==> src/rtl/ct_pkg.sv <==
// shared types and constants for the connection table
package ct_pkg;

  localparam int unsigned ENTRIES_DEF = 16;

  localparam int unsigned KIND_W      = 2;
  localparam int unsigned DIR_W       = 2;
  localparam int unsigned IP_W        = 32;
  localparam int unsigned PORT_W      = 16;
  localparam int unsigned HANDLE_W    = 4;
  localparam int unsigned STATUS_W    = 3;
  localparam int unsigned INDEX_W     = 4;
  localparam int unsigned IN_TDATA_W  = 104;
  localparam int unsigned OUT_TDATA_W = 8;

  typedef enum logic [KIND_W-1:0] {
    KIND_OPEN   = 2'd0,
    KIND_LOOKUP = 2'd1,
    KIND_CLOSE  = 2'd2,
    KIND_FREE   = 2'd3
  } kind_e;

  typedef enum logic [STATUS_W-1:0] {
    ST_OK       = 3'd0,
    ST_FULL     = 3'd1,
    ST_INVALID  = 3'd2,
    ST_CLOSED   = 3'd3,
    ST_NOTFOUND = 3'd4
  } status_e;

  localparam logic [DIR_W-1:0] DIR_INCOMING = 2'd1;
  localparam logic [DIR_W-1:0] DIR_OUTGOING = 2'd2;

  typedef struct packed {
    logic [PORT_W-1:0] local_port;
    logic [IP_W-1:0]   local_ip;
    logic [PORT_W-1:0] remote_port;
    logic [IP_W-1:0]   remote_ip;
  } entry_t;

  localparam int unsigned ENTRY_W = $bits(entry_t);

endpackage

==> src/rtl/connection_table.sv <==
// connection table: open, lookup, close and free over a sequential entry scan
//
//   channel  dir  fields
//   s_axis   in   tuser kind, tdata direction/remote_ip/remote_port/local_ip/local_port/handle
//   m_axis   out  tdata status/entry_index
//
// open scans the in-use bits up to high_water, lookup reads one entry per cycle from the
// key ram up to high_water, and close and free do no scan; the result register loads in
// the last step of each, and the next transaction is taken in the idle state.
// no new transaction is taken until the current one has put its result in the output
// register, which a stalled m_axis holds.
// reset frees every entry and clears high_water; the key ram needs no clearing.
module connection_table #(
  parameter int unsigned ENTRIES = ct_pkg::ENTRIES_DEF
) (
  input  logic                            clk_i,
  input  logic                            rst_ni,
  input  logic                            s_axis_tvalid,
  output logic                            s_axis_tready,
  // direction, remote_ip, remote_port, local_ip, local_port, handle, zero pad
  input  logic [ct_pkg::IN_TDATA_W-1:0]   s_axis_tdata,
  // kind
  input  logic [ct_pkg::KIND_W-1:0]       s_axis_tuser,
  output logic                            m_axis_tvalid,
  input  logic                            m_axis_tready,
  // status, entry_index, zero pad
  output logic [ct_pkg::OUT_TDATA_W-1:0]  m_axis_tdata
);

  localparam int unsigned IDX_W = (ENTRIES > 1) ? $clog2(ENTRIES) : 1;
  localparam int unsigned CNT_W = $clog2(ENTRIES + 1);
  localparam int unsigned XW    = (CNT_W > ct_pkg::HANDLE_W) ? CNT_W : ct_pkg::HANDLE_W;

  typedef enum logic [2:0] {
    S_IDLE,
    S_OPEN,
    S_LOOK,
    S_CLOSE,
    S_FREE
  } state_e;

  state_e                            state_q;
  ct_pkg::kind_e                     kind_in;
  logic [ct_pkg::DIR_W-1:0]          dir_q;
  ct_pkg::entry_t                    key_q;
  logic [ct_pkg::HANDLE_W-1:0]       handle_q;
  logic [CNT_W-1:0]                  scan_q;
  logic [IDX_W-1:0]                  cmp_q;
  logic                              pend_q;
  logic [CNT_W-1:0]                  hw_q;
  logic [ENTRIES-1:0]                in_use_q;
  logic [ENTRIES-1:0]                dir_ok_q;
  logic                              m_valid_q;
  ct_pkg::status_e                   m_status_q;
  logic [ct_pkg::INDEX_W-1:0]        m_index_q;

  logic                              out_free;
  logic                              scan_end;
  logic [IDX_W-1:0]                  scan_idx;
  logic [IDX_W-1:0]                  h_idx;
  logic [XW-1:0]                     h_x;
  logic                              hit;
  logic                              res_load;
  logic                              ram_we;
  logic                              ram_re;
  ct_pkg::entry_t                    rd_entry;

  assign kind_in  = ct_pkg::kind_e'(s_axis_tuser);
  assign out_free = !m_valid_q || m_axis_tready;
  assign scan_end = (scan_q == hw_q);
  assign scan_idx = scan_q[IDX_W-1:0];
  assign h_idx    = IDX_W'(handle_q);
  assign h_x      = XW'(handle_q);

  assign hit = pend_q && in_use_q[cmp_q] && dir_ok_q[cmp_q]
            && (rd_entry.remote_ip == key_q.remote_ip)
            && (rd_entry.local_port == key_q.local_port)
            && (rd_entry.remote_port == key_q.remote_port);

  // result register loads in the last cycle of each operation
  assign res_load = out_free
                 && (((state_q == S_OPEN) && (scan_end || !in_use_q[scan_idx]))
                  || ((state_q == S_LOOK) && (hit || scan_end))
                  || (state_q == S_CLOSE)
                  || (state_q == S_FREE));

  always_comb begin
    ram_we = 1'b0;
    ram_re = 1'b0;
    if (state_q == S_OPEN && out_free) begin
      ram_we = scan_end ? (hw_q != CNT_W'(ENTRIES)) : !in_use_q[scan_idx];
    end
    if (state_q == S_LOOK) begin
      ram_re = !hit && !scan_end;
    end
  end

  ct_ram #(
    .WIDTH (ct_pkg::ENTRY_W),
    .DEPTH (ENTRIES)
  ) u_key_ram (
    .clk_i   (clk_i),
    .we_i    (ram_we),
    .waddr_i (scan_idx),
    .wdata_i (key_q),
    .re_i    (ram_re),
    .raddr_i (scan_idx),
    .rdata_o (rd_entry)
  );

  always_ff @(posedge clk_i or negedge rst_ni) begin
    if (!rst_ni) begin
      state_q    <= S_IDLE;
      scan_q     <= '0;
      cmp_q      <= '0;
      pend_q     <= 1'b0;
      hw_q       <= '0;
      in_use_q   <= '0;
      dir_ok_q   <= '0;
      m_valid_q  <= 1'b0;
      m_status_q <= ct_pkg::ST_OK;
      m_index_q  <= '0;
    end else begin
      if (res_load) begin
        m_valid_q <= 1'b1;
      end else if (m_axis_tready) begin
        m_valid_q <= 1'b0;
      end
      unique case (state_q)
        S_IDLE: begin
          if (s_axis_tvalid) begin
            dir_q    <= s_axis_tdata[1:0];
            key_q    <= {s_axis_tdata[97:82], s_axis_tdata[81:50],
                         s_axis_tdata[49:34], s_axis_tdata[33:2]};
            handle_q <= s_axis_tdata[101:98];
            scan_q   <= '0;
            pend_q   <= 1'b0;
            unique case (kind_in)
              ct_pkg::KIND_OPEN:   state_q <= S_OPEN;
              ct_pkg::KIND_LOOKUP: state_q <= S_LOOK;
              ct_pkg::KIND_CLOSE:  state_q <= S_CLOSE;
              ct_pkg::KIND_FREE:   state_q <= S_FREE;
              default:             state_q <= S_IDLE;
            endcase
          end
        end
        S_OPEN: begin
          if (out_free) begin
            if (scan_end && hw_q == CNT_W'(ENTRIES)) begin
              m_status_q <= ct_pkg::ST_FULL;
              m_index_q  <= '0;
              state_q    <= S_IDLE;
            end else if (scan_end || !in_use_q[scan_idx]) begin
              in_use_q[scan_idx] <= 1'b1;
              dir_ok_q[scan_idx] <= (dir_q == ct_pkg::DIR_INCOMING)
                                 || (dir_q == ct_pkg::DIR_OUTGOING);
              if (scan_end) begin
                hw_q <= hw_q + 1'b1;
              end
              m_status_q <= ct_pkg::ST_OK;
              m_index_q  <= ct_pkg::INDEX_W'(scan_idx);
              state_q    <= S_IDLE;
            end else begin
              scan_q <= scan_q + 1'b1;
            end
          end
        end
        S_LOOK: begin
          if (hit) begin
            if (out_free) begin
              m_status_q <= ct_pkg::ST_OK;
              m_index_q  <= ct_pkg::INDEX_W'(cmp_q);
              state_q    <= S_IDLE;
            end
          end else if (scan_end) begin
            if (out_free) begin
              m_status_q <= ct_pkg::ST_NOTFOUND;
              m_index_q  <= '0;
              state_q    <= S_IDLE;
            end
          end else begin
            cmp_q  <= scan_idx;
            pend_q <= 1'b1;
            scan_q <= scan_q + 1'b1;
          end
        end
        S_CLOSE: begin
          if (out_free) begin
            m_index_q <= '0;
            state_q   <= S_IDLE;
            if (h_x >= XW'(hw_q)) begin
              m_status_q <= ct_pkg::ST_INVALID;
            end else if (!in_use_q[h_idx]) begin
              m_status_q <= ct_pkg::ST_CLOSED;
            end else begin
              in_use_q[h_idx] <= 1'b0;
              m_status_q      <= ct_pkg::ST_OK;
            end
          end
        end
        S_FREE: begin
          if (out_free) begin
            if (h_x < XW'(ENTRIES)) begin
              in_use_q[h_idx] <= 1'b0;
            end
            m_status_q <= ct_pkg::ST_OK;
            m_index_q  <= '0;
            state_q    <= S_IDLE;
          end
        end
        default: begin
          state_q <= S_IDLE;
        end
      endcase
    end
  end

  assign s_axis_tready = (state_q == S_IDLE);
  assign m_axis_tvalid = m_valid_q;
  assign m_axis_tdata  = {1'b0, m_index_q, m_status_q};

endmodule

==> src/rtl/ct_ram.sv <==
// generic single-port-write ram with registered read
module ct_ram #(
  parameter  int unsigned WIDTH = 8,
  parameter  int unsigned DEPTH = 16,
  localparam int unsigned AW    = (DEPTH > 1) ? $clog2(DEPTH) : 1
) (
  input  logic                     clk_i,
  input  logic                     we_i,
  input  logic [AW-1:0]            waddr_i,
  input  logic [WIDTH-1:0]         wdata_i,
  input  logic                     re_i,
  input  logic [AW-1:0]            raddr_i,
  output logic [WIDTH-1:0]         rdata_o
);

  logic [WIDTH-1:0] mem_q [DEPTH];

  always_ff @(posedge clk_i) begin
    if (we_i) begin
      mem_q[waddr_i] <= wdata_i;
    end
    if (re_i) begin
      rdata_o <= mem_q[raddr_i];
    end
  end

endmodule

==> config.mk <==
export PLATFORM = sky130hd
export DESIGN_NAME = connection_table
export DESIGN_NICKNAME = d
export VERILOG_FILES = /design/src/rtl/ct_pkg.sv /design/src/rtl/connection_table.sv /design/src/rtl/ct_ram.sv
export SDC_FILE = /design/constraint.sdc
export NUM_CORES = 1
export LEC_CHECK = 0
export BUFFER_PORTS_ARGS = -buffer_cell sky130_fd_sc_hd__buf_4
export CAP_MARGIN = 10
export CORE_ASPECT_RATIO = 1.2
export CORE_MARGIN = 2
export CORE_UTILIZATION = 45
export DETAILED_ROUTE_END_ITERATION = 7
export PLACE_DENSITY_LB_ADDON = 0.08
export RECOVER_POWER = 25
export SYNTH_ARGS = -nofsm -noshare
export SYNTH_HDL_FRONTEND = slang
export SYNTH_HIERARCHICAL = 1
export SYNTH_SLANG_ARGS = --single-unit
export TNS_END_PERCENT = 10
==> constraint.sdc <==
create_clock -name clk_i -period 14.8 [get_ports clk_i]
set_clock_uncertainty 0.2 [all_clocks]
set_input_delay 2.22 -clock clk_i [delete_from_list [all_inputs] [get_ports clk_i]]
set_output_delay 2.22 -clock clk_i [all_outputs]
set_load 0.05 [all_outputs]
; After elaboration in Yosys (flattened, before gate mapping)
; Memories as Yosys holds them, arrays and structs flattened. A register that Yosys moved wholly into a read port is not among the register bits.
; Index checks and enable logic that the tools add are counted.
[op_classes]
n_addsub = 2
multipliers = 0
div = 0
magnitude_cmp = 7
eq_ne = 31
n_shift = 0
mux = 67
bitwise = 6
n_reduce_logical = 43
[ops]
columns = op, count
row1 = two-way mux 16 bit, 8
row2 = one-hot mux 16 bit (3 select lines), 1
row3 = two-way mux 3 bit, 14
row4 = one-hot mux 3 bit (4 select lines), 3
row5 = == test 16 bit, 2
row6 = == test 32 bit, 1
row7 = two-way mux 5 bit, 6
row8 = two-way mux 4 bit, 7
row9 = "< comparator 4 x 5 -> 1 bit, second input constant", 4
row10 = "inequality test 2 bit, second input constant", 9
row11 = bitwise AND 16 bit, 1
row12 = binary-select mux 1 bit (select 4 bit), 4
row13 = bitwise mux 16 bit, 1
row14 = two-way mux 1 bit, 16
row15 = inverter 16 bit, 1
row16 = bitwise OR 16 bit, 1
row17 = one-hot mux 5 bit (3 select lines), 1
row18 = logical AND 1 bit, 13
row19 = one-hot mux 4 bit (3 select lines), 1
row20 = AND reduction 4 bit, 3
row21 = "adder 5 x 1 -> 5 bit, second input constant", 2
row22 = AND reduction 5 bit, 2
row23 = "inequality test 3 bit, second input constant", 3
row24 = AND reduction 9 bit, 1
row25 = 27 further kinds, 51
[word_totals]
ff_bits = 160
latchBits = 0
ramBits = 1536
mem_bits_ro = 0
inputBits = 110
output_inout_bits = 10
elab_cells = 173
n_memories = 1
[mem_list]
columns = memory, depth, width, rd, rd_clocked_by_memory_dff, wr, line_no
row1 = u_key_ram.mem_q, 16, 96, 1, 1, 1, ct_ram.sv:16  ; logic [WIDTH-1:0] mem_q [DEPTH];

; Depth between registers and ports, before layout
; Gate-level depths: netlist of the first run.
[logic_depth]
word_depth = 14
ltp_mapped = 11
ltp_nobuf = 10

; Cells and area by module
; The synthesis of the first run kept the hierarchy.
[modules_own_cells]
columns = module, n_inst, cells_each, area_per_inst_um2, seq_area_each_um2
row1 = ct_ram, 1, 2460, 60316.6, 49007.0
row2 = connection_table, 1, 561, 7348.3, 4514.3

; Least setup slack after synthesis of the first run
; OpenSTA, ideal clock, no wires.
[synth_timing]
kind = input to register
start = input port m_axis_tready
end = memory u_key_ram/mem_q[0][0] (netlist bit) (enable)
setup_ps = 668
arrival_ps = 10029
t_required_ps = 13932
slack_ps = 3903
stages = 6
n_path_buf = 1
path_cell_list = nand2b_1 > clkbuf_1 > nand2b_1 > nor4_4 > or3b_2 > nor3_1
[synth_between]
elab_chain_len = 5
[synth_lines]
columns = item, line_no
row1 = "start, declared", connection_table.sv:25  ; input logic m_axis_tready,
row2 = logical OR 1 bit, connection_table.sv:69  ; assign out_free = !m_valid_q || m_axis_tready;
row3 = logical AND 1 bit, connection_table.sv:90  ; if (state_q == S_OPEN && out_free) begin
row4 = two-way mux 1 bit, connection_table.sv:90
row5 = via ram_we, connection_table.sv:64  ; logic ram_we;
row6 = two-way mux 1 bit, ct_ram.sv:19  ; if (we_i) begin
row7 = two-way mux 1 bit (not written as such), ct_ram.sv:20  ; mem_q[waddr_i] <= wdata_i;
row8 = "end, declared", ct_ram.sv:16
; The timed path passes the listed nets, and every way through them passes these cells.

; Worst setup path in the final report of the first run
[layout_timing]
start = register scan_q[0]
end = memory u_key_ram/mem_q[15][26] (netlist bit) (enable)
[layout_between]
elab_chain_len = 7
elab_cells_between_ends = 8
classes_between = eq/ne: 1 / mux: 6 / reduce/logical: 1
[layout_lines]
columns = item, line_no
row1 = "start, declared", connection_table.sv:47  ; logic [CNT_W-1:0] scan_q;
row2 = "start signal, assigned", connection_table.sv:164  ; scan_q <= scan_q + 1'b1;
row3 = "start signal, assigned", connection_table.sv:184  ; scan_q <= scan_q + 1'b1;
row4 = binary-select mux 1 bit (select 4 bit), connection_table.sv:91  ; ram_we = scan_end ? (hw_q != CNT_W'(ENTRIES)) : !in_use_q[scan_idx];
row5 = two-way mux 1 bit (not written as such), connection_table.sv:91
row6 = logical NOT 1 bit, connection_table.sv:91
row7 = two-way mux 1 bit (*), connection_table.sv:91
row8 = two-way mux 1 bit (*), connection_table.sv:90
row9 = via ram_we, connection_table.sv:64
row10 = two-way mux 1 bit (*), ct_ram.sv:19
row11 = two-way mux 1 bit (not written as such) (*), ct_ram.sv:20
; The timed path passes the listed nets; every way through them passes the cells marked *. The select of a mux whose other input is x is not followed.

==> impl_metrics.py, run 1 <==
metrics = {
    "cts": {
        "clockBufferDepth": 3,
        "cts_tree": "done",
        "cts_buffers": 120,
        "worstSkewPairLatency_ps": 690,
        "cts_hold_buffers": 0,
        "clock-sinks": 1216,
        "htree_num_levels": 3,
        "clk_pin_slew_ps": 60,
        "cts_resized": 0,
        "post-cts-setup-buffer-count": 0,
        "clock-root-buffer": "clkbuf_16",
    },
    "power_and_ir_drop": {
        "totalPowerFinal_mw": 8.55,
        "power_leakage_nw": 16.5,
        "ir_worst_vdd_mv": 0.128,
        "cellPowerDensity_nw_per_um2": 162,
    },
    "finish": {
        "final_common_cell": "edfxtp_1",
        "final_cell_mix": "1158 x edfxtp_1, 264 x mux4_2, 133 x buf_4, 131 x a22oi_1, 122 x clkbuf_16",
        "seq_area_sq_um": 36200,
        "n_antenna_cell": 0,
        "multi_input_area_sq_um": 9870,
        "drive_gt1_frac": 0.251,
        "nNetsFinal": 2452,
        "final_util": 0.511,
        "area_delta_synth_final_pct": 12.6,
        "nFillCells": 8327,
    },
    "placed_design": {
        "port_buffers": 84,
        "place.gp.congestion": 0.839,
        "hpwl_um": 56800,
        "dp_slack_ps": 8430,
    },
    "timing": {
        "fmax_mhz": 175,
        "setup_ws_ps": 9080,
        "setup_tns_ps": 0,
        "maxSlewHeadroom": 0.223,
        "finalSetupViolCount": 0,
        "final_hold_viol_count": 0,
        "fin_crit_sh": 0.386,
        "rsz0062_at_grt": "no",
        "slew_viol_final": 0,
        "min_period_ps": 5720,
        "worstMarginPinSlew_ps": 1160,
    },
    "routing": {
        "post-route-drc-count": 0,
        "vias_per_cell": 5.88,
        "drtIter0Drc": 1717,
        "via_count": 22300,
        "dr.pass1.iters": 5,
        "ant_nets": 0,
        "wl_per_cell_um": 29.0,
        "drt_wl_total_um": 110000,
    },
    "run": {
        "maxCapViolations": 0,
    },
    "global_routing": {
        "grt_pass1_vias": 23900,
        "antenna_found_initial": 1,
        "grt_usage": 0.210,
        "grt_max_degree": 134,
        "grt_overflow": 0,
        "grt_pass1_wl_um": 162000,
    },
    "worst_setup_path": {
        "critPathArrivalTime_ps": 5830,
        "cp-end-kind": "flop",
        "cp_data_required_time_ps": 14910,
        "path_max_fanout": 26,
        "crit_type": "reg2reg",
        "critPathLaunchType": "flop",
    },
    "floorplan": {
        "rows": 129,
        "die_w_um": 298,
        "start_util": 0.454,
        "dieArea_sq_um": 106000,
        "coreArea_sq_um": 103000,
        "die_h_um": 357,
        "num_io_pins": 120,
    },
    "synth": {
        "syn-cell-area_sq_um": 46700,
        "synth_cells": 2195,
        "ys_warn_count": 6,
        "synth_nets": 2318,
        "syn_area_per_cell_sq_um": 21.3,
    },
    "outcome": {
        "status": "completed",
    },
    "min_path": {
        "hold_path_class": "reg2reg",
    },
}
-- through the flow --
stage	instance area, sq um	std cells	hold WS [ps]
detailed placement	49000	3581	270
global route	52600	3791	307
global placement	49000	3581	269
CTS	52600	3790	285
finish	52600	3791	280
floorplan	46700	2195	249
-- routing by layer --
layer  track usage  up-vias  routed length (um)
met3        0.0268      130                5130
met1         0.286    12200               46800
li1              -     9385                   -
met2         0.364      590               56300
met4        0.0498        0                1780
met5             0        -                   0
-- where the power goes --
group          total (mW)  switching, mW  internal, mW  leakage [nW]
Combinational        1.47          0.798         0.670          3.48
Clock                2.88           1.25          1.63          1.79
Sequential           4.20          0.185          4.02          11.2
-- area by class of cell --
| class | instances | share of cell area |
|---|---|---|
| clock buffer | 145 | 0.0596 |
| clock inverter | 64 | 0.00982 |
| inverter | 29 | 0.00207 |
| multi-input combinational | 824 | 0.188 |
| sequential | 1216 | 0.688 |
| tap | 1375 | 0.0327 |
| timing repair buffer | 138 | 0.0200 |
-- final timing paths --
kind	from	to	slack (ps)	cells after the start
min in group asynchronous	rst_ni	m_axis_tvalid	1410	1
worst min-delay path	m_index_q[1]	m_index_q[1]	280	2
worst min register to register	m_index_q[1]	m_index_q[1]	280	2
max in group asynchronous	rst_ni	scan_q[0]	12390	1
worst max-delay path	scan_q[0]	u_key_ram/mem_q[15][26]	9080	8
worst max register to register	scan_q[0]	u_key_ram/mem_q[15][26]	9080	8
-- state kept, by name, indices dropped and copies added (netlist names) --
name and flops:
u_key_ram/mem_q 1024, dir_q 2, dir_ok_q 16, pend_q 1, cmp_q 4, scan_q 5, u_key_ram/rdata_o 64, state_q 3
in_use_q 16, m_index_q 4, m_status_q 3, key_q 64, m_axis_tvalid 1, h_idx 4, hw_q 5
-- critical path, cell delays in order (launching register included) --
cell and delay [ps]:
dfrtp_4 690, mux4_1 650, mux4_2 520, o21a_2 180, nor4_4 690, nand3_1 460, nor2_4 620, buf_4 620
buf_4 620
No activity file was read; power rests on OpenSTA's default activity.
==> run 2, diff against run 1 <==
Settings changed: ABC_AREA set to 1.
Clock period 14.8 ns to 5 ns, I/O delays scaled along.
==> run 2 against run 1 <==
Flip-flop and latch count is the same. Hold slack lost 37 ps. Die area grew 14%. Global-route usage grew 1.3 points. Combinational power grew to 4.4 times the previous value. Sequential share of layout area shrank 8.5 points. Critical path depth grew 6. Largest power group unchanged.
==> impl_metrics.py, run 2 <==
metrics = {
    "worst_setup_path": {
        "cp.buffers_inverters": 4,
        "path_delay_family": "simple AND/OR/NAND/NOR gates",
        "critPathArrivalTime_ps": 4350,
        "cp-end-kind": "flop",
        "critPathLaunchType": "flop",
        "path_max_fanout": 34,
        "cp_data_required_time_ps": 5260,
        "crit_type": "reg2reg",
        "cpPeakStageDelay_ps": 650,
        "crit_top_cell": "nand2_1",
        "cp_slowest_cell": "edfxtp_1",
        "path_cells": "inv_1 > nand2_1 > nand2_1 > nor2_1 > nand2_1 > inv_1 > nand2_1 > nor2_1 > nand2_1 > nor2_1 > nand3_2 > nand3_1 > inv_4 > buf_12",
    },
    "global_routing": {
        "grt_max_degree": 172,
        "grt_pass1_vias": 33300,
        "antenna_found_initial": 0,
        "grt_overflow": 0,
        "grt_usage": 0.223,
        "grt_pass1_wl_um": 204000,
    },
    "synth": {
        "synth_cells": 5177,
        "syn_area_per_cell_sq_um": 10.3,
        "syn-cell-area_sq_um": 53300,
        "synth_nets": 5300,
        "ys_warn_count": 6,
    },
    "routing": {
        "vias_per_cell": 5.01,
        "drtIter0Drc": 2358,
        "ant_nets": 0,
        "drt_wl_total_um": 134000,
        "via_count": 34600,
        "post-route-drc-count": 0,
        "wl_per_cell_um": 19.5,
        "dr.pass1.iters": 6,
    },
    "cts": {
        "clock-sinks": 1216,
        "cts_hold_buffers": 71,
        "worstSkewPairLatency_ps": 760,
        "cts_buffers": 131,
        "htree_num_levels": 4,
        "cts_resized": 0,
        "cts_tree": "done",
        "post-cts-setup-buffer-count": 0,
        "clk_pin_slew_ps": 60,
        "clockBufferDepth": 3,
        "clock-root-buffer": "clkbuf_16",
    },
    "timing": {
        "rsz0062_at_grt": "no",
        "final_hold_viol_count": 0,
        "fin_crit_sh": 0.818,
        "maxSlewHeadroom": 0.148,
        "worstMarginPinSlew_ps": 1280,
        "min_period_ps": 4090,
        "holdWs_ps": 243,
        "slew_viol_final": 0,
        "setup_ws_ps": 910,
        "fmax_mhz": 245,
        "finalSetupViolCount": 0,
    },
    "power_and_ir_drop": {
        "ir_worst_vdd_mv": 0.310,
        "totalPowerFinal_mw": 28.2,
        "power_leakage_nw": 25.2,
        "cellPowerDensity_nw_per_um2": 469,
    },
    "outcome": {
        "status": "completed",
    },
    "placed_design": {
        "place.gp.congestion": 0.815,
        "port_buffers": 84,
        "hpwl_um": 66700,
        "dp_slack_ps": 898,
        "dpl.cell_count": 6605,
    },
    "finish": {
        "final_cell_mix": "1636 x nand2_1, 1158 x edfxtp_1, 905 x inv_1, 823 x nand3_1, 135 x clkbuf_16",
        "area_delta_synth_final_pct": 12.7,
        "fin_cells": 6909,
        "final_common_cell": "nand2_1",
        "largest_register_ffs": 1024,
        "nNetsFinal": 5392,
        "drive_gt1_frac": 0.0624,
        "largest_registers": "u_key_ram/mem_q (1024), key_q (64), u_key_ram/rdata_o (64)",
        "n_antenna_cell": 0,
        "regMostFlops": "u_key_ram/mem_q",
        "nFillCells": 10500,
    },
    "min_path": {
        "hold_path_class": "in2reg",
    },
    "floorplan": {
        "dieArea_sq_um": 121000,
        "rows": 138,
        "die_w_um": 318,
        "start_util": 0.452,
        "num_io_pins": 120,
        "die_h_um": 381,
        "coreArea_sq_um": 118000,
    },
    "run": {
        "maxCapViolations": 0,
    },
}
[run 2: report_power, final]
part / internal (mW) / switching, mW / total [mW]
Sequential: 12.0 / 0.490 / 12.5
Combinational: 1.94 / 4.53 / 6.47
Clock: 5.32 / 3.91 / 9.23
Total: 19.3 / 8.93 / 28.2
[run 2: metal layers]
metal  share of wire  track usage  wire [um]  up-vias
met3           0.040       0.0332       5440      187
li1                -            -          -    16900
met4           0.022       0.0602       3000        0
met1            0.43        0.288      58500    16900
met2            0.50        0.392      67500      675
met5               0            0          0        -
[run 2: per-stage QoR]
stage	setup TNS, ps	utilization	area (sq um)
final	0	0.510	60000
after global routing	0	0.510	60000
after CTS	0	0.511	60200
after detailed placement	0	0.471	55400
after global placement	0	0.471	55400
after floorplan	-218660	-	53300
[run 2: worst register-to-register path: cells and delay by family (launching register included)]
family	cells	cell delay [ps]
DFF	1	650
and+or+nand+nor	10	2050
buffers and inverters	4	840
[run 2: worst paths after layout]
kind	from	endpoint	slack, ps	depth (start not counted)
max in group asynchronous	rst_ni	scan_q[1]	3570	2
worst max register to register	key_q[86]	u_key_ram/rdata_o[7]	910	14
worst min register to register	m_status_q[0]	m_status_q[0]	290	2
min in group asynchronous	rst_ni	m_status_q[1]	430	2
worst min-delay path	s_axis_tuser[0]	state_q[2]	240	4
worst max-delay path	key_q[86]	u_key_ram/rdata_o[7]	910	14
[run 2: final cells by class]
class,instances,area [sq um],share of cell area
clock buffer,165,3500,0.0583
inverter,912,3450,0.0574
tap,1540,1930,0.0321
clock inverter,68,547,0.00911
sequential,1216,36200,0.604
multi-input combinational,2775,12200,0.203
timing repair buffer,233,2200,0.0367
